**src/hw/rtl/isfu_pkg.sv**
```systemverilog
package isfu_pkg;

	localparam int LATTICE_SIDE_DEF = 64;

	localparam int OP_W       = 2;
	localparam int COORD_W    = 6;
	localparam int COORD_SPAN = 2 ** COORD_W;
	localparam int RAND_W     = 16;
	localparam int PROB_W     = 16;
	localparam int DE_W       = 5;
	localparam int CFG_IDX_W  = 2;

	localparam logic [OP_W-1:0] OP_WRITE  = 2'd0;
	localparam logic [OP_W-1:0] OP_UPDATE = 2'd1;

	localparam logic [CFG_IDX_W-1:0] REG_MINUS8 = 2'd0;
	localparam logic [CFG_IDX_W-1:0] REG_MINUS4 = 2'd1;
	localparam logic [CFG_IDX_W-1:0] REG_PLUS4  = 2'd2;
	localparam logic [CFG_IDX_W-1:0] REG_PLUS8  = 2'd3;

	localparam logic [PROB_W-1:0] PROB_MINUS8_RST = 16'd65479;
	localparam logic [PROB_W-1:0] PROB_MINUS4_RST = 16'd63662;
	localparam logic [PROB_W-1:0] PROB_PLUS4_RST  = 16'd1874;
	localparam logic [PROB_W-1:0] PROB_PLUS8_RST  = 16'd57;
	localparam logic [PROB_W-1:0] PROB_ZERO       = 16'd32768;

	typedef enum logic [1:0] {
		ST_CLEAR,
		ST_IDLE,
		ST_READ_DN,
		ST_EXEC
	} state_t;

	typedef struct packed {
		logic accept;
		logic rd_dn;
		logic exec;
		logic clr;
	} cmd_t;

	typedef struct packed {
		logic clr_last;
	} status_t;

endpackage

```
**src/hw/rtl/isfu_ctrl.sv**
```systemverilog
module isfu_ctrl (
	input  logic              clk,
	input  logic              arst_n,
	input  logic              in_valid,
	output logic              in_ready,
	input  logic              op_update,
	output logic              out_valid,
	input  logic              out_ready,
	output isfu_pkg::cmd_t    cmd,
	input  isfu_pkg::status_t status
);

	isfu_pkg::state_t state_q, state_d;
	logic             out_valid_q;

	always_ff @(posedge clk or negedge arst_n) begin
		if (!arst_n) begin
			state_q <= isfu_pkg::ST_CLEAR;
		end else begin
			state_q <= state_d;
		end
	end

	always_comb begin
		state_d  = state_q;
		cmd      = '0;
		in_ready = 1'b0;
		case (state_q)
			isfu_pkg::ST_CLEAR: begin
				cmd.clr = 1'b1;
				if (status.clr_last) begin
					state_d = isfu_pkg::ST_IDLE;
				end
			end
			isfu_pkg::ST_IDLE: begin
				in_ready = 1'b1;
				if (in_valid) begin
					cmd.accept = 1'b1;
					state_d    = op_update ? isfu_pkg::ST_READ_DN : isfu_pkg::ST_EXEC;
				end
			end
			isfu_pkg::ST_READ_DN: begin
				cmd.rd_dn = 1'b1;
				state_d   = isfu_pkg::ST_EXEC;
			end
			isfu_pkg::ST_EXEC: begin
				// hold until the output register is free
				if (!out_valid_q || out_ready) begin
					cmd.exec = 1'b1;
					state_d  = isfu_pkg::ST_IDLE;
				end
			end
			default: begin
				state_d = isfu_pkg::ST_IDLE;
			end
		endcase
	end

	always_ff @(posedge clk or negedge arst_n) begin
		if (!arst_n) begin
			out_valid_q <= 1'b0;
		end else if (cmd.exec) begin
			out_valid_q <= 1'b1;
		end else if (out_ready) begin
			out_valid_q <= 1'b0;
		end
	end

	assign out_valid = out_valid_q;

`ifndef ASSERT_OFF
	a_upd_reads_dn: assert property (@(posedge clk) disable iff (!arst_n)
		(in_valid && in_ready && op_update) |=> (state_q == isfu_pkg::ST_READ_DN))
		else $error("update beat not followed by lower row read");

	a_dn_then_exec: assert property (@(posedge clk) disable iff (!arst_n)
		(state_q == isfu_pkg::ST_READ_DN) |=> (state_q == isfu_pkg::ST_EXEC))
		else $error("lower row read not followed by execute");

	a_out_from_exec: assert property (@(posedge clk) disable iff (!arst_n)
		$rose(out_valid_q) |-> $past(cmd.exec))
		else $error("result raised without execute");

	a_exec_holds: assert property (@(posedge clk) disable iff (!arst_n)
		(state_q == isfu_pkg::ST_EXEC && out_valid_q && !out_ready)
		|=> (state_q == isfu_pkg::ST_EXEC && out_valid_q))
		else $error("execute left while result still pending");
`endif

endmodule

```
**config.mk**
```make
export PLATFORM = sky130hd
export DESIGN_NAME = isfu_ctrl
export DESIGN_NICKNAME = d
export VERILOG_FILES = /design/src/hw/rtl/isfu_pkg.sv /design/src/hw/rtl/isfu_ctrl.sv
export SDC_FILE = /design/constraint.sdc
export NUM_CORES = 1
export LEC_CHECK = 0
export ABC_CLOCK_PERIOD_IN_PS = 2000
export BUFFER_PORTS_ARGS = -buffer_cell sky130_fd_sc_hd__buf_2
export CORE_AREA = 10 10 47 49
export CTS_CLUSTER_SIZE = 24
export DETAILED_ROUTE_END_ITERATION = 7
export DIE_AREA = 0 0 57 59
export MAX_ROUTING_LAYER = met4
export REMOVE_ABC_BUFFERS = 1
export SETUP_SLACK_MARGIN = 0.1
export SYNTH_ARGS = -nofsm -noshare
export SYNTH_HDL_FRONTEND = slang
export SYNTH_SLANG_ARGS = --single-unit
```
**constraint.sdc**
```tcl
create_clock -name clk -period 2 [get_ports clk]
set_clock_uncertainty 0.15 [all_clocks]
set_input_delay 0.2 -clock clk [delete_from_list [all_inputs] [get_ports clk]]
set_output_delay 0.2 -clock clk [all_outputs]
set_load 0.005 [all_outputs]
```
==> impl_results.md, run 1 <==
- Reg2reg setup slack: 0.44 ns
- Wire length on met2: 303 um
- Avg Synthesized Cell Area: 10.7 sq um
- Routed vias/inst: 3.66
- CTS tree: done
- Max Cap Violations: 0
- FILL cells: 170
- Lkg Pwr: 0.182 nW
- Antenna viol nets, final: 0
- Layout cells sized above 1: 43.2%
- IO Pins: 12
- Max frequency: 642 MHz
- Worst setup SP type: register
- DRC violations left: 0
- First-pass GRT wire length: 883 um
- PortBufs: 11
- Final Max Tran Viols: 0
- DP Cell Count: 48
- H-tree lvl count: 1
- Area Overhead vs Synth: 49.4%
- Hold_ws: 0.110 ns
- Worst-path clk slew: 0.04 ns
- Flops & latches, synth: 3
- Num rows: 14
- Initial antenna violation count: 0
- VDD IR-drop max: 215 uV
- # clock sinks: 3
- Hold path cells: 3
- Worst Path Max Fanout: 4
- Clock root cell: clkbuf_4
- Crit. End Element: register
- CP arrival: 1.52 ns
- Core area: 0.00140 sq mm
- WL final: 535 um
- Status: complete, no violations
- Yosys warning total: 0
- Routed WL per cell: 10.1 um
- Number of global-route vias before repair: 216
- DIE AREA: 0.00336 sq mm
- DR top layer: met3
- Crit Path Class: reg2reg
- DRT iter0 DRCs: 2
- # diodes: 0
- Distinct cells, synth: 11
- Final Non-Filler Cells: 53
- Hold_sp: out_ready
- Starting Density: 16.1%
- R2R cell count: 5
- RR Endpoint: state_q[0]
- DRT Pass-1 Iters: 2
- Commonest cells after routing, fill and taps aside: buf_2, inv_1, ha_1
- Total track usage: 3.78%
- Clock Latency Late Sink: 0.23 ns
- Final worst path period need: 1.56 ns
- Placed wire-length estimate: 468 um
- Post-synthesis sequential area ratio: 33.3%
- Pin count of the biggest net entering global routing: 5
- Worst slack, placed: 0.421 ns
- WHS Endpoint: out_valid
- Die Y: 59 um
- CP Data Required Time: 1.96 ns
- Setup-failing EPs final: 0
- Vias: 194
- Synth Instances: 21
- Die W: 57 um
- Hold Crit Class: in2reg
- Final period util: 77.9%
- Grt total ovfl: 0
- Met1 Routed Length: 165 um
- Setup WS post-layout: 0.442 ns
- Post-cts sizing count: 0
- Met3 WL post-DR: 66 um
- Clock buffer depth: 2
- Most common cell after layout, fill and taps aside: buf_2
- RSZ-0062 raised after global routing: no
- Slew margin rel.: 87.2%
- PwrDens: 1460 mW/mm^2
- Actual slew at the worst max-slew pin: 0.192 ns
- Gp weighted congestion: 0.635
- Fin. Hold Viols: 0
- Final TNS setup: 0 ns
- Total CTS buffers: 3
- Reg2reg start: state_q[1]
- Post-Syn Area: 225 sq um
- Nets: 48
==> how the worst max path moves through the flow <==
| stage | from | to | slack [ns] | cells past startpoint |
|---|---|---|---|---|
| final | state_q[1] | state_q[0] | 0.44 | 5 |
| after global routing | state_q[1] | state_q[0] | 0.34 | 5 |
| after CTS | state_q[1] | state_q[0] | 0.41 | 5 |
| after detailed placement | state_q[1] | state_q[0] | 0.42 | 5 |
| after global placement | state_q[1] | state_q[0] | 0.44 | 5 |
| after floorplan | state_q[1] | state_q[0] | 0.49 | 5 |
==> Yosys cell counts <==
cell type	number	area (sq um)
ha_1	4	50.1
inv_1	4	15.0
dfrtp_1	3	75.1
and2_1	2	12.5
mux2_1	2	22.5
clkinv_1	1	3.75
nand2_1	1	3.75
nand2b_1	1	6.26
nand2b_4	1	13.8
o211ai_1	1	7.51
o221ai_2	1	15.0
==> final cells by class <==
cell class                 instances  area, sq um  share of cell area, %
sequential                         3         75.1                   22.3
tap                               16         20.0                   5.95
inverter                           5         18.8                   5.58
clock buffer                       4         26.3                   7.81
multi-input combinational         13          131                   39.0
timing repair buffer              12         65.1                   19.3
==> power by group <==
group / total [mW] / internal (mW) / switching [mW] / leakage, nW
clock: 0.104 / 0.0746 / 0.0292 / 0.0150
sequential: 0.127 / 0.0947 / 0.0322 / 0.0342
combinational: 0.259 / 0.135 / 0.124 / 0.133
total: 0.490 / 0.304 / 0.186 / 0.182
==> cell families after synthesis <==
logic type,after synthesis,share of synthesized area [%]
buffers and inverters,5,8.33
and+or+nand+nor,5,16.1
adders and majority gates,4,22.2
DFF,3,33.3
AOI/OAI and AO/OA,2,10.0
muxes,2,10.0
==> through the flow <==
stage | instance area, sq um | utilization, % | power, mW
finish | 337 | 24.0 | 0.490
global route | 337 | 24.0 | 0.548
CTS | 337 | 24.0 | 0.509
detailed placement | 300 | 21.4 | 0.399
global placement | 300 | 21.4 | 0.393
floorplan | 225 | - | 0.299
==> worst max-delay path: stages (launching register included) <==
cell and delay, ns:
dfrtp_1 0.40, inv_1 0.09, ha_1 0.17, inv_1 0.07, o221ai_2 0.21, mux2_1 0.34
==> per-layer routing <==
metal | vias up | GRT usage (%)
li1 | 98 | -
met1 | 90 | 2.73
met2 | 6 | 5.12
met3 | 0 | 3.00
met4 | 0 | 5.03
met5 | - | -
==> state kept, by name, summed over array words and instances (netlist names) <==
| register | flops |
|---|---|
| state_q | 2 |
| out_valid | 1 |
==> repair_timing <==
action / 4_1_cts / 5_1_grt
setup buffers: 0 / 0
hold buffers: 1 / 0
endpoints found under the hold margin: 3 / 0
No activity file was read; power rests on OpenSTA's default activity.
==> inputs of run 2 (changes only) <==
--- a/config.mk
+++ b/config.mk
@@ -5,7 +5,7 @@
 export SDC_FILE = /design/constraint.sdc
 export NUM_CORES = 1
 export LEC_CHECK = 0
-export ABC_CLOCK_PERIOD_IN_PS = 2000
+export ABC_CLOCK_PERIOD_IN_PS = 1460
 export BUFFER_PORTS_ARGS = -buffer_cell sky130_fd_sc_hd__buf_2
 export CORE_AREA = 10 10 47 49
 export CTS_CLUSTER_SIZE = 24
==> constraint.sdc (replaced) <==
create_clock -name clk -period 1.46 [get_ports clk]
set_clock_uncertainty 0.15 [all_clocks]
set_input_delay 0.146 -clock clk [delete_from_list [all_inputs] [get_ports clk]]
set_output_delay 0.146 -clock clk [all_outputs]
set_load 0.005 [all_outputs]
==> run 2 against run 1 <==
Effect of this change: the flow now finishes with violations (setup timing); clock power rose by 34%; sequential cell count unchanged; power rose by 120%; count of clock-buffer cells in the layout stayed put; combinational power grew to 2.8 times the previous value; die area unchanged.
==> impl_results.md, run 2 (synthesized netlist as in run 1, its figures left out) <==
- Status: finished with violations
- Violated checks: setup timing
- Final period util: 102%
- Most frequent cell on the critical path: buf_6
- Reg2reg setup slack: -0.02 ns
- Clock buffer depth: 2
- Placed wire-length estimate: 465 um
- Max Cap Violations: 0
- Hold_ws: 0.0722 ns
- Total track usage: 4.27%
- WP buf/inv: 3
- Net load switching power: 0.381 mW
- Number of global-route vias before repair: 248
- Worst slack, placed: -0.0643 ns
- Slew margin rel.: 86.4%
- FILL cells: 156
- Nets: 52
- Routed vias/inst: 3.89
- WL final: 631 um
- Core Util, Final: 33.4%
- Pin count of the biggest net entering global routing: 5
- Worst-path clk slew: 0.03 ns
- Sw Ratio: 35.8%
- Slowest stage cell, crit path: dfrtp_1
- Total CTS buffers: 3
- Top reg by flops: state_q
- Final Max Tran Viols: 0
- DP Cell Count: 51
- CTS tree: done
- Worst Path Max Fanout: 3
- Starting Density: 16.1%
- Core area: 0.00140 sq mm
- Area Overhead vs Synth: 108%
- Worst setup SP type: register
- CP Data Required Time: 1.16 ns
- # diodes: 0
- PwrDens: 2270 mW/mm^2
- VDD IR-drop max: 502 uV
- Reg2reg start: state_q[0]
- Num rows: 14
- IO Pins: 12
- Max frequency: 672 MHz
- PortBufs: 11
- Most common cell after layout, fill and taps aside: buf_2
- Critical Path Max Stage Delay: 0.38 ns
- DRT iter0 DRCs: 0
- Final Non-Filler Cells: 57
- R2R cell count: 6
- Hold_sp: out_ready
- Antenna viol nets, final: 0
- Setup crit end: cmd[3]
- RSZ-0062 raised after global routing: yes
- Crit Path Class: reg2out
- Worst path depth: 5
- CP top delay family: flip-flops
- # clock sinks: 3
- Layout cells sized above 1: 80.5%
- Setup-failing EPs final: 3
- P_int: 0.682 mW
- Sequential power share: 17.6%
- RR Endpoint: state_q[0]
- Power share of the clock group: 13.1%
- Gp weighted congestion: 0.681
- H-tree lvl count: 1
- Die W: 57 um
- Routed WL per cell: 11.1 um
- Final TNS setup: -0.0762 ns
- Actual slew at the worst max-slew pin: 0.205 ns
- Lkg Pwr: 0.220 nW
- Final worst path period need: 1.49 ns
- Clock root cell: clkbuf_4
- Fin. Hold Viols: 0
- Commonest cells after routing, fill and taps aside: buf_2, buf_6, inv_2, ha_4, clkbuf_4
- Vias: 222
- Crit. End Element: primary output
- Crit path cell chain: inv_2, ha_4, buf_6, and2_4, buf_6
- Initial antenna violation count: 0
- Grt total ovfl: 0
- Max reg flops: 2
- DRC violations left: 0
- DRT Pass-1 Iters: 1
- Die Y: 59 um
- CP arrival: 1.19 ns
- Clock Latency Late Sink: 0.23 ns
- Setup WS post-layout: -0.0284 ns
- Worst setup startpoint: state_q[1]
- DIE AREA: 0.00336 sq mm
- Logic gate share of total power: 69.3%
- First-pass GRT wire length: 1010 um
- Hold Crit Class: in2reg
- Register area: 76.3 sq um
- Multi-input combinational cell area: 200 sq um
-- run 2: tightest hold or removal path, delay by kind of cell --
family | cells | cell delay [ns]
buf+inv | 1 | 0.07
simple gates | 2 | 0.18
-- run 2: worst min-delay path by stage --
| stage | end | cells past startpoint | slack (ns) |
|---|---|---|---|
| finish | out_valid | 3 | 0.07 |
| floorplan | out_valid | 0 | -0.30 |
| global route | out_valid | 3 | 0.09 |
| detailed placement | out_valid | 1 | -0.21 |
| CTS | out_valid | 3 | 0.06 |
| global placement | out_valid | 1 | -0.21 |
-- run 2: power by group through the flow --
stage / logic [mW] / registers, mW / clock network [mW]
floorplan: 0.241 / 0.169 / 0
global placement: 0.424 / 0.171 / 0
detailed placement: 0.426 / 0.175 / 0
CTS: 0.525 / 0.187 / 0.147
global route: 0.829 / 0.194 / 0.153
finish: 0.737 / 0.187 / 0.139
-- run 2: stage by stage --
step                cell area [sq um]  total power [mW]
floorplan                         225             0.409
global placement                  323             0.595
detailed placement                323             0.601
CTS                               387             0.860
global route                      468              1.18
finish                            468              1.06
-- run 2: routing by layer --
metal  global-route usage [%]  share of wire (%)  routed length (um)
met2                     7.13                 59                 370
met3                     3.22                 12                  76
met1                     2.38                 26                 167
met5                        -                  0                   0
met4                     5.03                2.7                  17
-- run 2: final cells by class --
cell class	count	share of cell area, %
multi-input cells	13	42.8
repair buffers	16	25.9
flip-flops and latches	3	16.3
clock buffers	4	5.61
inverters	5	5.08
well taps	16	4.28
-- run 2: what timing repair did --
item                       4_1_cts  5_1_grt
buffers inserted                 0        1
cloned                           0        0
pin swaps                        2        4
resized for setup                9       15
hold buffers                     1        0
setup endpoints to repair        6        6
hold endpoints to repair         3        0
==> inputs of run 3 (changes only) <==
--- a/config.mk
+++ b/config.mk
@@ -12,6 +12,7 @@
 export DETAILED_ROUTE_END_ITERATION = 7
 export DIE_AREA = 0 0 57 59
 export MAX_ROUTING_LAYER = met4
+export RECOVER_POWER = 50
 export REMOVE_ABC_BUFFERS = 1
 export SETUP_SLACK_MARGIN = 0.1
 export SYNTH_ARGS = -nofsm -noshare
==> constraint.sdc (replaced) <==
create_clock -name clk -period 1.46 [get_ports clk]
set_clock_uncertainty 0.15 [all_clocks]
set_input_delay 0.146 -clock clk [delete_from_list [all_inputs] [get_ports clk]]
set_output_delay 0.146 -clock clk [all_outputs]
set_load 0.1 [all_outputs]
==> run 3 against run 2 <==
Effect of this change: the run still ends with setup timing left; count of clock-buffer cells in the layout did not move; register-to-register slack barely moved; die area stayed put; core utilization rose by 1.3 points; critical path depth fell by 1; global-route usage shrank 0.28 points; final area up 4.0%; sequential share of layout area fell by 0.63 points; critical path type unchanged; highest routed layer unchanged.
==> impl_results.md, run 3 (synthesized netlist as in run 1, its figures left out) <==
- Status: finished with violations
- Violated checks: setup timing
- Starting Density: 16.1%
- Worst Path Max Fanout: 4
- Setup WS post-layout: -0.0977 ns
- Worst path depth: 4
- DP Cell Count: 53
- CP arrival: 1.26 ns
- Vias: 222
- Gp weighted congestion: 0.658
- PortBufs: 11
- Hold path cells: 3
- H-tree lvl count: 1
- Core area: 0.00140 sq mm
- Final Non-Filler Cells: 59
- Most common cell after layout, fill and taps aside: buf_4
- Actual slew at the worst max-slew pin: 0.280 ns
- CP Data Required Time: 1.16 ns
- Crit path cell chain: ha_4, buf_6, and2_4, buf_12
- WP buf/inv: 2
- Layout cells sized above 1: 67.4%
- Final period util: 107%
- Max frequency: 642 MHz
- Nets: 54
- DRT iter0 DRCs: 4
- Total CTS buffers: 3
- Placed wire-length estimate: 478 um
- CTS tree: done
- # clock sinks: 3
- Worst-path clk slew: 0.04 ns
- Max reg flops: 2
- Routed WL per cell: 9.78 um
- Fin. Hold Viols: 0
- Final Max Tran Viols: 0
- Pin count of the biggest net entering global routing: 5
- Final worst path period need: 1.56 ns
- First-pass GRT wire length: 931 um
- Routed vias/inst: 3.76
- Die W: 57 um
- R2R cell count: 5
- Critical Path Max Stage Delay: 0.44 ns
- Hold Crit Class: in2reg
- IO Pins: 12
- Clock Latency Late Sink: 0.25 ns
- Antenna viol nets, final: 0
- Clock buffer depth: 2
- Worst setup SP type: register
- RSZ-0062 raised after global routing: yes
- CP top delay family: flip-flops
- DRC violations left: 0
- Initial antenna violation count: 0
- WL final: 577 um
- # diodes: 0
- Number of global-route vias before repair: 243
- Slew margin rel.: 81.5%
- Die Y: 59 um
- Num rows: 14
- Clock root cell: clkbuf_4
- Commonest cells after routing, fill and taps aside: buf_4, buf_12, buf_2
- Crit. End Element: primary output
- Grt total ovfl: 0
- Slowest stage cell, crit path: dfrtp_2
- Max Cap Violations: 0
- DIE AREA: 0.00336 sq mm
- Total track usage: 3.99%
- Top reg by flops: state_q
- Area Overhead vs Synth: 116%
- DRT Pass-1 Iters: 2
- Setup-failing EPs final: 7
- Crit Path Class: reg2out
run 3: cell count changes in the layout (fill, tap and decap cells not counted), sizes merged:
cell	delta
inv	-1
clkbuf	+1
clkinv	+1
buf	+1
run 3: stage by stage:
step | instance area (sq um) | hold slack (ns) | utilization, % | setup WS (ns) | setup TNS [ns]
after floorplan | 225 | -0.300 | - | -0.978 | -3.47
after global placement | 413 | -0.206 | 29.5 | -0.0419 | -0.0817
after detailed placement | 413 | -0.206 | 29.5 | -0.0857 | -0.156
after CTS | 485 | 0.0269 | 34.6 | -0.0997 | -0.506
after global routing | 487 | 0.0506 | 34.7 | -0.126 | -0.767
final | 487 | 0.0283 | 34.7 | -0.0977 | -0.432
run 3: tightest hold or removal path: cells and delay by family:
family / cells / cell delay, ns
simple gates: 2 / 0.17
buf+inv: 1 / 0.07
run 3: cell type report:
type	count	area (sq um)
Clock buffer	4	26.3
Fill cell	153	915
Inverter	5	18.8
Multi-Input combinational cell	13	155
Sequential cell	3	76.3
Tap cell	16	20.0
Timing Repair Buffer	18	190
run 3: worst paths after layout:
path | from | slack, ns | to
min | out_ready | 0.03 | out_valid
max in group asynchronous | arst_n | 0.91 | state_q[0]
min reg2reg | out_valid | 0.39 | out_valid
max reg2reg | state_q[1] | -0.02 | state_q[0]
max | state_q[0] | -0.1 | cmd[3]
min in group asynchronous | arst_n | 0.08 | out_valid
run 3: timing repair:
action                                  in CTS  in global routing
endpoints found under the setup margin       8                  7
pin swaps                                    2                  1
hold buffers                                 1                  0
gates resized for setup                     10                  1
hold endpoints to repair                     3                  0
setup buffers                                1                  0
run 3: metal layers:
| layer | GRT usage, % | vias up | routed length (um) |
|---|---|---|---|
| li1 | - | 110 | - |
| met1 | 3.08 | 102 | 188 |
| met2 | 5.74 | 8 | 319 |
| met3 | 1.29 | 2 | 39 |
| met4 | 7.05 | 0 | 30 |
| met5 | - | - | 0 |
Power of run 3 is not shown: default switching activity piles up to over one toggle a cycle in this logic, so the estimate is an artifact.
